## config.mk

```make
export PLATFORM = sky130hd
export DESIGN_NAME = motor_speed_p_controller_pwm
export DESIGN_NICKNAME = d
export VERILOG_FILES = /design/src/rtl/core/mspc_pkg.sv /design/src/rtl/core/motor_speed_p_controller_pwm.sv /design/src/rtl/core/mspc_core.sv
export SDC_FILE = /design/constraint.sdc
export NUM_CORES = 1
export LEC_CHECK = 0
export ABC_CLOCK_PERIOD_IN_PS = 25200
export BUFFER_PORTS_ARGS = -buffer_cell sky130_fd_sc_hd__buf_2
export CAP_MARGIN = 5
export CELL_PAD_IN_SITES_DETAIL_PLACEMENT = 1
export CELL_PAD_IN_SITES_GLOBAL_PLACEMENT = 1
export CORE_AREA = 2 2 297 152
export CTS_CLUSTER_SIZE = 14
export DETAILED_ROUTE_END_ITERATION = 8
export DIE_AREA = 0 0 299 154
export PLACE_DENSITY_LB_ADDON = 0.1
export SLEW_MARGIN = 20
export SYNTH_ARGS = -nofsm -noshare
export SYNTH_HDL_FRONTEND = slang
export SYNTH_SLANG_ARGS = --single-unit
```

## constraint.sdc

```tcl
create_clock -name clk -period 25.2 [get_ports clk]
set_input_delay 5.04 -clock clk [delete_from_list [all_inputs] [get_ports clk]]
set_output_delay 5.04 -clock clk [all_outputs]
set_load 0.02 [all_outputs]
```

## src/rtl/core/mspc_pkg.sv

```systemverilog
package mspc_pkg;

  localparam int SPEED_W    = 16;
  localparam int RPM_W      = 10;
  localparam int GAIN_W     = 6;
  localparam int DUTY_W     = 7;
  localparam int PINS_W     = 3;
  localparam int SETPT_W    = 12;
  localparam int CFG_DATA_W = RPM_W;
  localparam int CFG_ADDR_W = 1;

  localparam int PWM_PERIOD = 100;
  localparam int HIST_LEN   = 3;
  localparam int DUTY_MAX   = 100;

  localparam int PHASE_W = $clog2(PWM_PERIOD);
  localparam int CMP_W   = $clog2(DUTY_MAX * PWM_PERIOD + 1);

  // Reciprocal multiply for the history average: exact for sums below 2^SUM_W
  localparam int SUM_W   = SPEED_W + $clog2(HIST_LEN);
  localparam int DIV_K   = SUM_W + $clog2(HIST_LEN);
  localparam int DIV_M_W = SUM_W + 1;
  localparam int DIV_P_W = SUM_W + DIV_M_W;
  localparam logic [DIV_M_W-1:0] DIV_M =
    DIV_M_W'(((64'd1 << DIV_K) + 64'(HIST_LEN) - 64'd1) / 64'(HIST_LEN));

  localparam logic [RPM_W-1:0]  RPM_RESET  = RPM_W'(50);
  localparam logic [GAIN_W-1:0] GAIN_RESET = GAIN_W'(5);
  localparam logic [PINS_W-1:0] PINS_ALL   = '1;

  typedef enum logic [1:0] {
    OP_EDGE   = 2'd0,
    OP_WINDOW = 2'd1,
    OP_PWM    = 2'd2
  } op_t;

  localparam logic [CFG_ADDR_W-1:0] CFG_RPM_PER_PULSE = 1'd0;
  localparam logic [CFG_ADDR_W-1:0] CFG_PROP_GAIN     = 1'd1;

  typedef struct packed {
    logic                  we;
    logic [CFG_ADDR_W-1:0] addr;
    logic [CFG_DATA_W-1:0] data;
  } cfg_wr_t;

  typedef struct packed {
    logic [DUTY_W-1:0]  duty_now;
    logic [SPEED_W-1:0] avg_speed;
    logic               pwm_level;
  } result_t;

  localparam int RESULT_W = $bits(result_t);

  function automatic logic [SETPT_W-1:0] setpoint(input logic [PINS_W-1:0] idx);
    logic [SETPT_W-1:0] sp;
    unique case (idx)
      3'd0:    sp = SETPT_W'(0);
      3'd1:    sp = SETPT_W'(240);
      3'd2:    sp = SETPT_W'(720);
      3'd3:    sp = SETPT_W'(1200);
      3'd4:    sp = SETPT_W'(1440);
      3'd5:    sp = SETPT_W'(1680);
      3'd6:    sp = SETPT_W'(1920);
      default: sp = SETPT_W'(2400);
    endcase
    return sp;
  endfunction

endpackage

```

## src/rtl/core/motor_speed_p_controller_pwm.sv

```systemverilog
// Proportional motor speed controller with PWM drive. Each input transaction
// carries an event kind on s_tuser (encoder falling edge, measurement window
// tick, PWM time tick) and the raw active-low setpoint switches on s_tdata.
// Encoder edges are counted; a window tick makes the average speed the floor
// of the mean of the previous three window speeds, then shifts in the new
// window speed (edge count times rpm_per_pulse, saturated to 16 bits) and
// clears the count. A PWM tick at phase zero latches a duty of
// (setpoint - average) * prop_gain, clamped to 0..100 percent, and the drive
// level is high while the phase is below the duty over a 100-tick period.
// Every input transaction yields exactly one output transaction with the
// drive level, average speed and latched duty after that event. The block
// takes one transaction per clock while s_tready is high: state updates and
// the result are formed in the cycle of acceptance and the result is
// registered. A one-entry skid buffer behind the result register keeps s_tready
// high while a single result waits on m_tready; s_tready drops only when
// both the result register and the skid entry are full. Configuration
// writes (cfg_we, cfg_addr, cfg_data) take effect at once; write them only
// while no transaction is in flight. Index 0 is rpm_per_pulse (reset 50),
// index 1 is prop_gain (reset 5, low 6 bits of cfg_data).
module motor_speed_p_controller_pwm
  import mspc_pkg::*;
(
  input  logic                  clk,
  input  logic                  rst,
  input  logic                  cfg_we,
  input  logic [CFG_ADDR_W-1:0] cfg_addr,
  input  logic [CFG_DATA_W-1:0] cfg_data,
  input  logic                  s_tvalid,
  output logic                  s_tready,
  input  logic [7:0]            s_tdata,   // [2:0] switch_pins, [7:3] zero
  input  logic [1:0]            s_tuser,   // [1:0] op
  output logic                  m_tvalid,
  input  logic                  m_tready,
  output logic [23:0]           m_tdata    // [0] pwm_level, [16:1] avg_speed, [23:17] duty_now
);

  cfg_wr_t cfg;
  result_t res_new;
  result_t out_res;
  result_t skid_res;
  logic    out_valid;
  logic    skid_valid;
  logic    take;

  assign cfg      = '{we: cfg_we, addr: cfg_addr, data: cfg_data};
  assign s_tready = !skid_valid;
  assign take     = s_tvalid && s_tready;

  mspc_core u_core (
    .clk         (clk),
    .rst         (rst),
    .cfg         (cfg),
    .item_take   (take),
    .op          (s_tuser),
    .switch_pins (s_tdata[PINS_W-1:0]),
    .res         (res_new)
  );

  // Output register with one skid entry. When the output drains, refill it
  // from the skid entry first, otherwise from the new result.
  always_ff @(posedge clk) begin
    if (rst) begin
      out_valid  <= 1'b0;
      skid_valid <= 1'b0;
    end else if (!out_valid || m_tready) begin
      if (skid_valid) begin
        out_valid  <= 1'b1;
        skid_valid <= 1'b0;
      end else begin
        out_valid <= take;
      end
    end else if (take) begin
      // hold the stalled result; park the new one
      skid_valid <= 1'b1;
    end
  end

  always_ff @(posedge clk) begin
    if (!out_valid || m_tready) begin
      if (skid_valid) begin
        out_res <= skid_res;
      end else if (take) begin
        out_res <= res_new;
      end
    end else if (take) begin
      skid_res <= res_new;
    end
  end

  assign m_tvalid = out_valid;
  assign m_tdata  = {out_res.duty_now, out_res.avg_speed, out_res.pwm_level};

endmodule

```

## src/rtl/core/mspc_core.sv

```systemverilog
module mspc_core
  import mspc_pkg::*;
(
  input  logic              clk,
  input  logic              rst,
  input  cfg_wr_t           cfg,
  input  logic              item_take,
  input  logic [1:0]        op,
  input  logic [PINS_W-1:0] switch_pins,
  output result_t           res
);

  localparam logic [CMP_W-1:0] DUTY_SCALE   = CMP_W'(DUTY_MAX);
  localparam logic [CMP_W-1:0] PERIOD_SCALE = CMP_W'(PWM_PERIOD);
  localparam int ERR_W  = SPEED_W + 1;
  localparam int PROD_W = ERR_W + GAIN_W + 1;

  logic [RPM_W-1:0]   rpm_per_pulse;
  logic [GAIN_W-1:0]  prop_gain;
  logic [SPEED_W-1:0] edge_count, edge_count_next;
  logic [SPEED_W-1:0] hist [HIST_LEN];
  logic [SPEED_W-1:0] speed_average, speed_average_next;
  logic [PHASE_W-1:0] pwm_phase, pwm_phase_next;
  logic [DUTY_W-1:0]  duty_latch, duty_latch_next;
  logic               drive, drive_next;
  logic               window_step;

  logic [SUM_W-1:0]           hist_sum;
  logic [DIV_P_W-1:0]         quot_prod;
  logic [SPEED_W+RPM_W-1:0]   speed_prod;
  logic [SPEED_W-1:0]         window_speed;
  logic signed [ERR_W-1:0]    speed_err;
  logic signed [PROD_W-1:0]   duty_raw;
  logic [DUTY_W-1:0]          duty_clamped;
  logic [CMP_W-1:0]           phase_scaled, duty_scaled;

  always_ff @(posedge clk) begin
    if (rst) begin
      rpm_per_pulse <= RPM_RESET;
      prop_gain     <= GAIN_RESET;
    end else if (cfg.we) begin
      unique case (cfg.addr)
        CFG_RPM_PER_PULSE: rpm_per_pulse <= cfg.data;
        CFG_PROP_GAIN:     prop_gain     <= cfg.data[GAIN_W-1:0];
        default:           ;
      endcase
    end
  end

  always_comb begin
    hist_sum = '0;
    for (int i = 0; i < HIST_LEN; i++) begin
      hist_sum = hist_sum + SUM_W'(hist[i]);
    end
    quot_prod    = DIV_P_W'(hist_sum) * DIV_P_W'(DIV_M);
    speed_prod   = (SPEED_W+RPM_W)'(edge_count) * (SPEED_W+RPM_W)'(rpm_per_pulse);
    window_speed = (|speed_prod[SPEED_W+RPM_W-1:SPEED_W]) ? '1 : speed_prod[SPEED_W-1:0];

    speed_err = $signed(ERR_W'(setpoint(PINS_ALL - switch_pins)))
              - $signed({1'b0, speed_average});
    duty_raw  = PROD_W'(speed_err) * $signed({1'b0, prop_gain});
    if (duty_raw <= 0) begin
      duty_clamped = '0;
    end else if (duty_raw >= PROD_W'(DUTY_MAX)) begin
      duty_clamped = DUTY_W'(DUTY_MAX);
    end else begin
      duty_clamped = duty_raw[DUTY_W-1:0];
    end
  end

  always_comb begin
    edge_count_next    = edge_count;
    speed_average_next = speed_average;
    pwm_phase_next     = pwm_phase;
    duty_latch_next    = duty_latch;
    drive_next         = drive;
    window_step        = 1'b0;
    phase_scaled       = CMP_W'(pwm_phase) * DUTY_SCALE;
    duty_scaled        = '0;
    if (item_take) begin
      unique case (op)
        OP_EDGE: begin
          edge_count_next = edge_count + SPEED_W'(1);
        end
        OP_WINDOW: begin
          speed_average_next = quot_prod[DIV_K +: SPEED_W];
          edge_count_next    = '0;
          window_step        = 1'b1;
        end
        OP_PWM: begin
          // latch a fresh duty at the start of each period
          if (pwm_phase == '0) begin
            duty_latch_next = duty_clamped;
          end
          duty_scaled    = CMP_W'(duty_latch_next) * PERIOD_SCALE;
          drive_next     = phase_scaled < duty_scaled;
          pwm_phase_next = (pwm_phase == PHASE_W'(PWM_PERIOD - 1)) ? '0
                         : pwm_phase + PHASE_W'(1);
        end
        default: ;
      endcase
    end
  end

  always_ff @(posedge clk) begin
    if (rst) begin
      edge_count    <= '0;
      speed_average <= '0;
      pwm_phase     <= '0;
      duty_latch    <= '0;
      drive         <= 1'b0;
      for (int i = 0; i < HIST_LEN; i++) begin
        hist[i] <= '0;
      end
    end else begin
      edge_count    <= edge_count_next;
      speed_average <= speed_average_next;
      pwm_phase     <= pwm_phase_next;
      duty_latch    <= duty_latch_next;
      drive         <= drive_next;
      if (window_step) begin
        for (int i = 0; i < HIST_LEN - 1; i++) begin
          hist[i] <= hist[i+1];
        end
        hist[HIST_LEN-1] <= window_speed;
      end
    end
  end

  assign res.pwm_level = drive_next;
  assign res.avg_speed = speed_average_next;
  assign res.duty_now  = duty_latch_next;

endmodule

```

==> metrics.txt <==
Worst Setup SP s_tdata[1]; Layout area overhead 5.66%; crit path capture type flop; Synth Warn # 0; Longest Clk Path Bufs 2; Final ANT Viol Nets 0; CTS clk-pin slew, worst paths 0.08 ns; RSZ-0062 raised after global routing false; syn avg cell area 9.42 um2; worst min-delay path class reg2reg; Hold Vio Cnt, Final 0; Synth Register Bits 161; chip height 154 um; post-CTS setup buffers 0; GPL Wtd Cong 0.849; Post-synth EDFFs 96; # Max-Cap Violations 0; clk sink count 161; DRT Pass-1 Iters 4; die width 299 um; Slew Limit Fails 0; Synth Net Count 3261; TritonCTS buffer count 17; Final Skew 0.0148 ns; CTS Root Cell clkbuf_16; Overflow after GRT 0; Crit Path Class in2reg; Min-Delay Startpoint skid_res[16]; diode count 0; DR vias/cell 5.65; ys flop type edfxtp_1; Final #Nets 3268; H-tree lvl count 4; # IOs 52; Synth Instances 2569; FFs w/ async S/R, synth 0%; Synth cell types 80; Max transition margin 38.3%; Synth top area share 24.6%; layout cells sized above 1 5.41%; sequential share of the synthesized area 17.3%; Avg WL per Cell 19.2 um; Slew @ Worst Pin 0.919 ns; Worst R2R End m_tdata[0]; post-synth top area cell fa_1; hpwl dp 49.8 mm; worst-case reg-to-reg path depth 46; CP max stage delay 0.66 ns; Core ar. 0.0432 mm2; Tcrit/Tclk final 67.1%; min cycle time layout 16.90 ns; synthesized area 0.0242 mm2; initial antenna violation count 0; FF-to-FF Start u_core.speed_average[4]; die area 0.0460 mm2; CP Data Required Time 25.39 ns; synth top area cells fa_1 (25%), ha_1 (19%), edfxtp_1 (12%), inv_1 (7.5%), dfxtp_1 (5.4%); most frequent cells in the layout inv_1 (483), ha_1 (369), fa_1 (297), and2_1 (205), nand2_1 (178); R2R setup slack 12.82 ns; clock latency on the worst-skew pair 0.45 ns; cell depth of the worst hold path 2; hold worst-path end m_tdata[16]; # DRC 0; most common cell after layout, fill and taps aside inv_1; port buffer count 46; setup tns final 0 ns; first-pass GRT wire length 102 mm; vias 17900; CTS tree done; Final Setup Violations 0; largest net degree at the start of global routing 66; Tot GR Track Use 27.6%; Peak Freq 59.2 MHz; # rows 54; status finished clean; WP data arrival 17.08 ns; 1st-iter DRT viols 762; DRT Wirelength 61.0 mm; vias in the first global route 19800; Starting Density 56.0%; Slowest-stage cell, CP xnor2_1; Worst Path Max Fanout 11; post-cts sizing count 0; hold buffers post-CTS 0; critical path launch point type input pin
stage by stage:
stage / setup slack [ns] / util (%) / hold slack (ns) / area [um2] / std cells
5_1_grt: 7.37 / 59.1 / 0.535 / 25600 / 3177
3_3_place_gp: 8.25 / 57.8 / 0.510 / 25000 / 3145
6_report: 8.30 / 59.1 / 0.522 / 25600 / 3177
2_1_floorplan: 9.78 / - / 0.466 / 24200 / 2569
3_5_place_dp: 7.98 / 57.8 / 0.521 / 25000 / 3145
4_1_cts: 8.38 / 59.1 / 0.527 / 25600 / 3177
cells in the mapped netlist (all sizes together), types with 9 or more instances:
cell and n:
and3 19, nand3 23, inv 484, xor2 42, o21bai 14, a21o 40
dfxtp 65, or3 9, nand4 16, edfxtp 96, nand2b 23, a211oi 13
clkbuf 60, a31oi 17, nor2b 44, nor2 106, ha 369, xnor2 77
mux2 23, nand2 178, o21ai 67, a21oi 109, nor3 28, fa 297
o31ai 12, and2 205, o21a 21
routing by layer:
layer	track usage, %	wire length, um	up-vias
met3	3.28	2100	83
met1	37.2	28000	9180
li1	-	-	8410
met2	47.8	29700	265
met5	0	0	-
met4	6.81	1120	0
critical path, delay by kind of cell:
family | cells | cell delay [ns]
AO/OA/AOI/OAI | 20 | 4.43
XOR/XNOR | 3 | 1.21
adder cells (fa/ha/maj) | 11 | 4.50
buffers and inverters | 5 | 0.39
AND/OR/NAND/NOR | 9 | 1.53
worst max path at each step:
stage                       endpoint  slack, ns  depth (start not counted)
after floorplan           m_tdata[0]       9.78                         52
after global placement    m_tdata[0]       8.25                         52
after detailed placement  m_tdata[0]       7.98                         52
after CTS                 m_tdata[0]       8.38                         52
after global routing      m_tdata[0]       7.37                         52
final                     m_tdata[0]       8.30                         48
sequential cells by signal, indices dropped and copies added (netlist names):
signal / cells
m_tdata: 24
m_tvalid: 1
skid_res: 24
skid_valid: 1
u_core.drive: 1
u_core.duty_latch: 7
u_core.edge_count: 16
u_core.hist: 48
u_core.prop_gain: 6
u_core.pwm_phase: 7
u_core.rpm_per_pulse: 10
u_core.speed_average: 16
area by class of cell:
cell class	count	area, um2
clock buffers	18	429
multi-input cells	1859	18000
repair buffers	52	275
flip-flops and latches	161	4180
well taps	588	736
clock inverters	14	159
inverters	485	1820
fillers	4931	17700
cells by family after synthesis:
logic type,synth area share (%)
AND/OR/NAND/NOR,14.4
buffers and inverters,8.53
AO/OA/AOI/OAI,10.4
flip-flops,17.3
XOR/XNOR,4.40
adder cells (fa/ha/maj),43.6
multiplexers,1.32
Power is left out: the tool's default activity adds up to more than one toggle a clock period on the data nets, which glitch-free logic cannot reach.
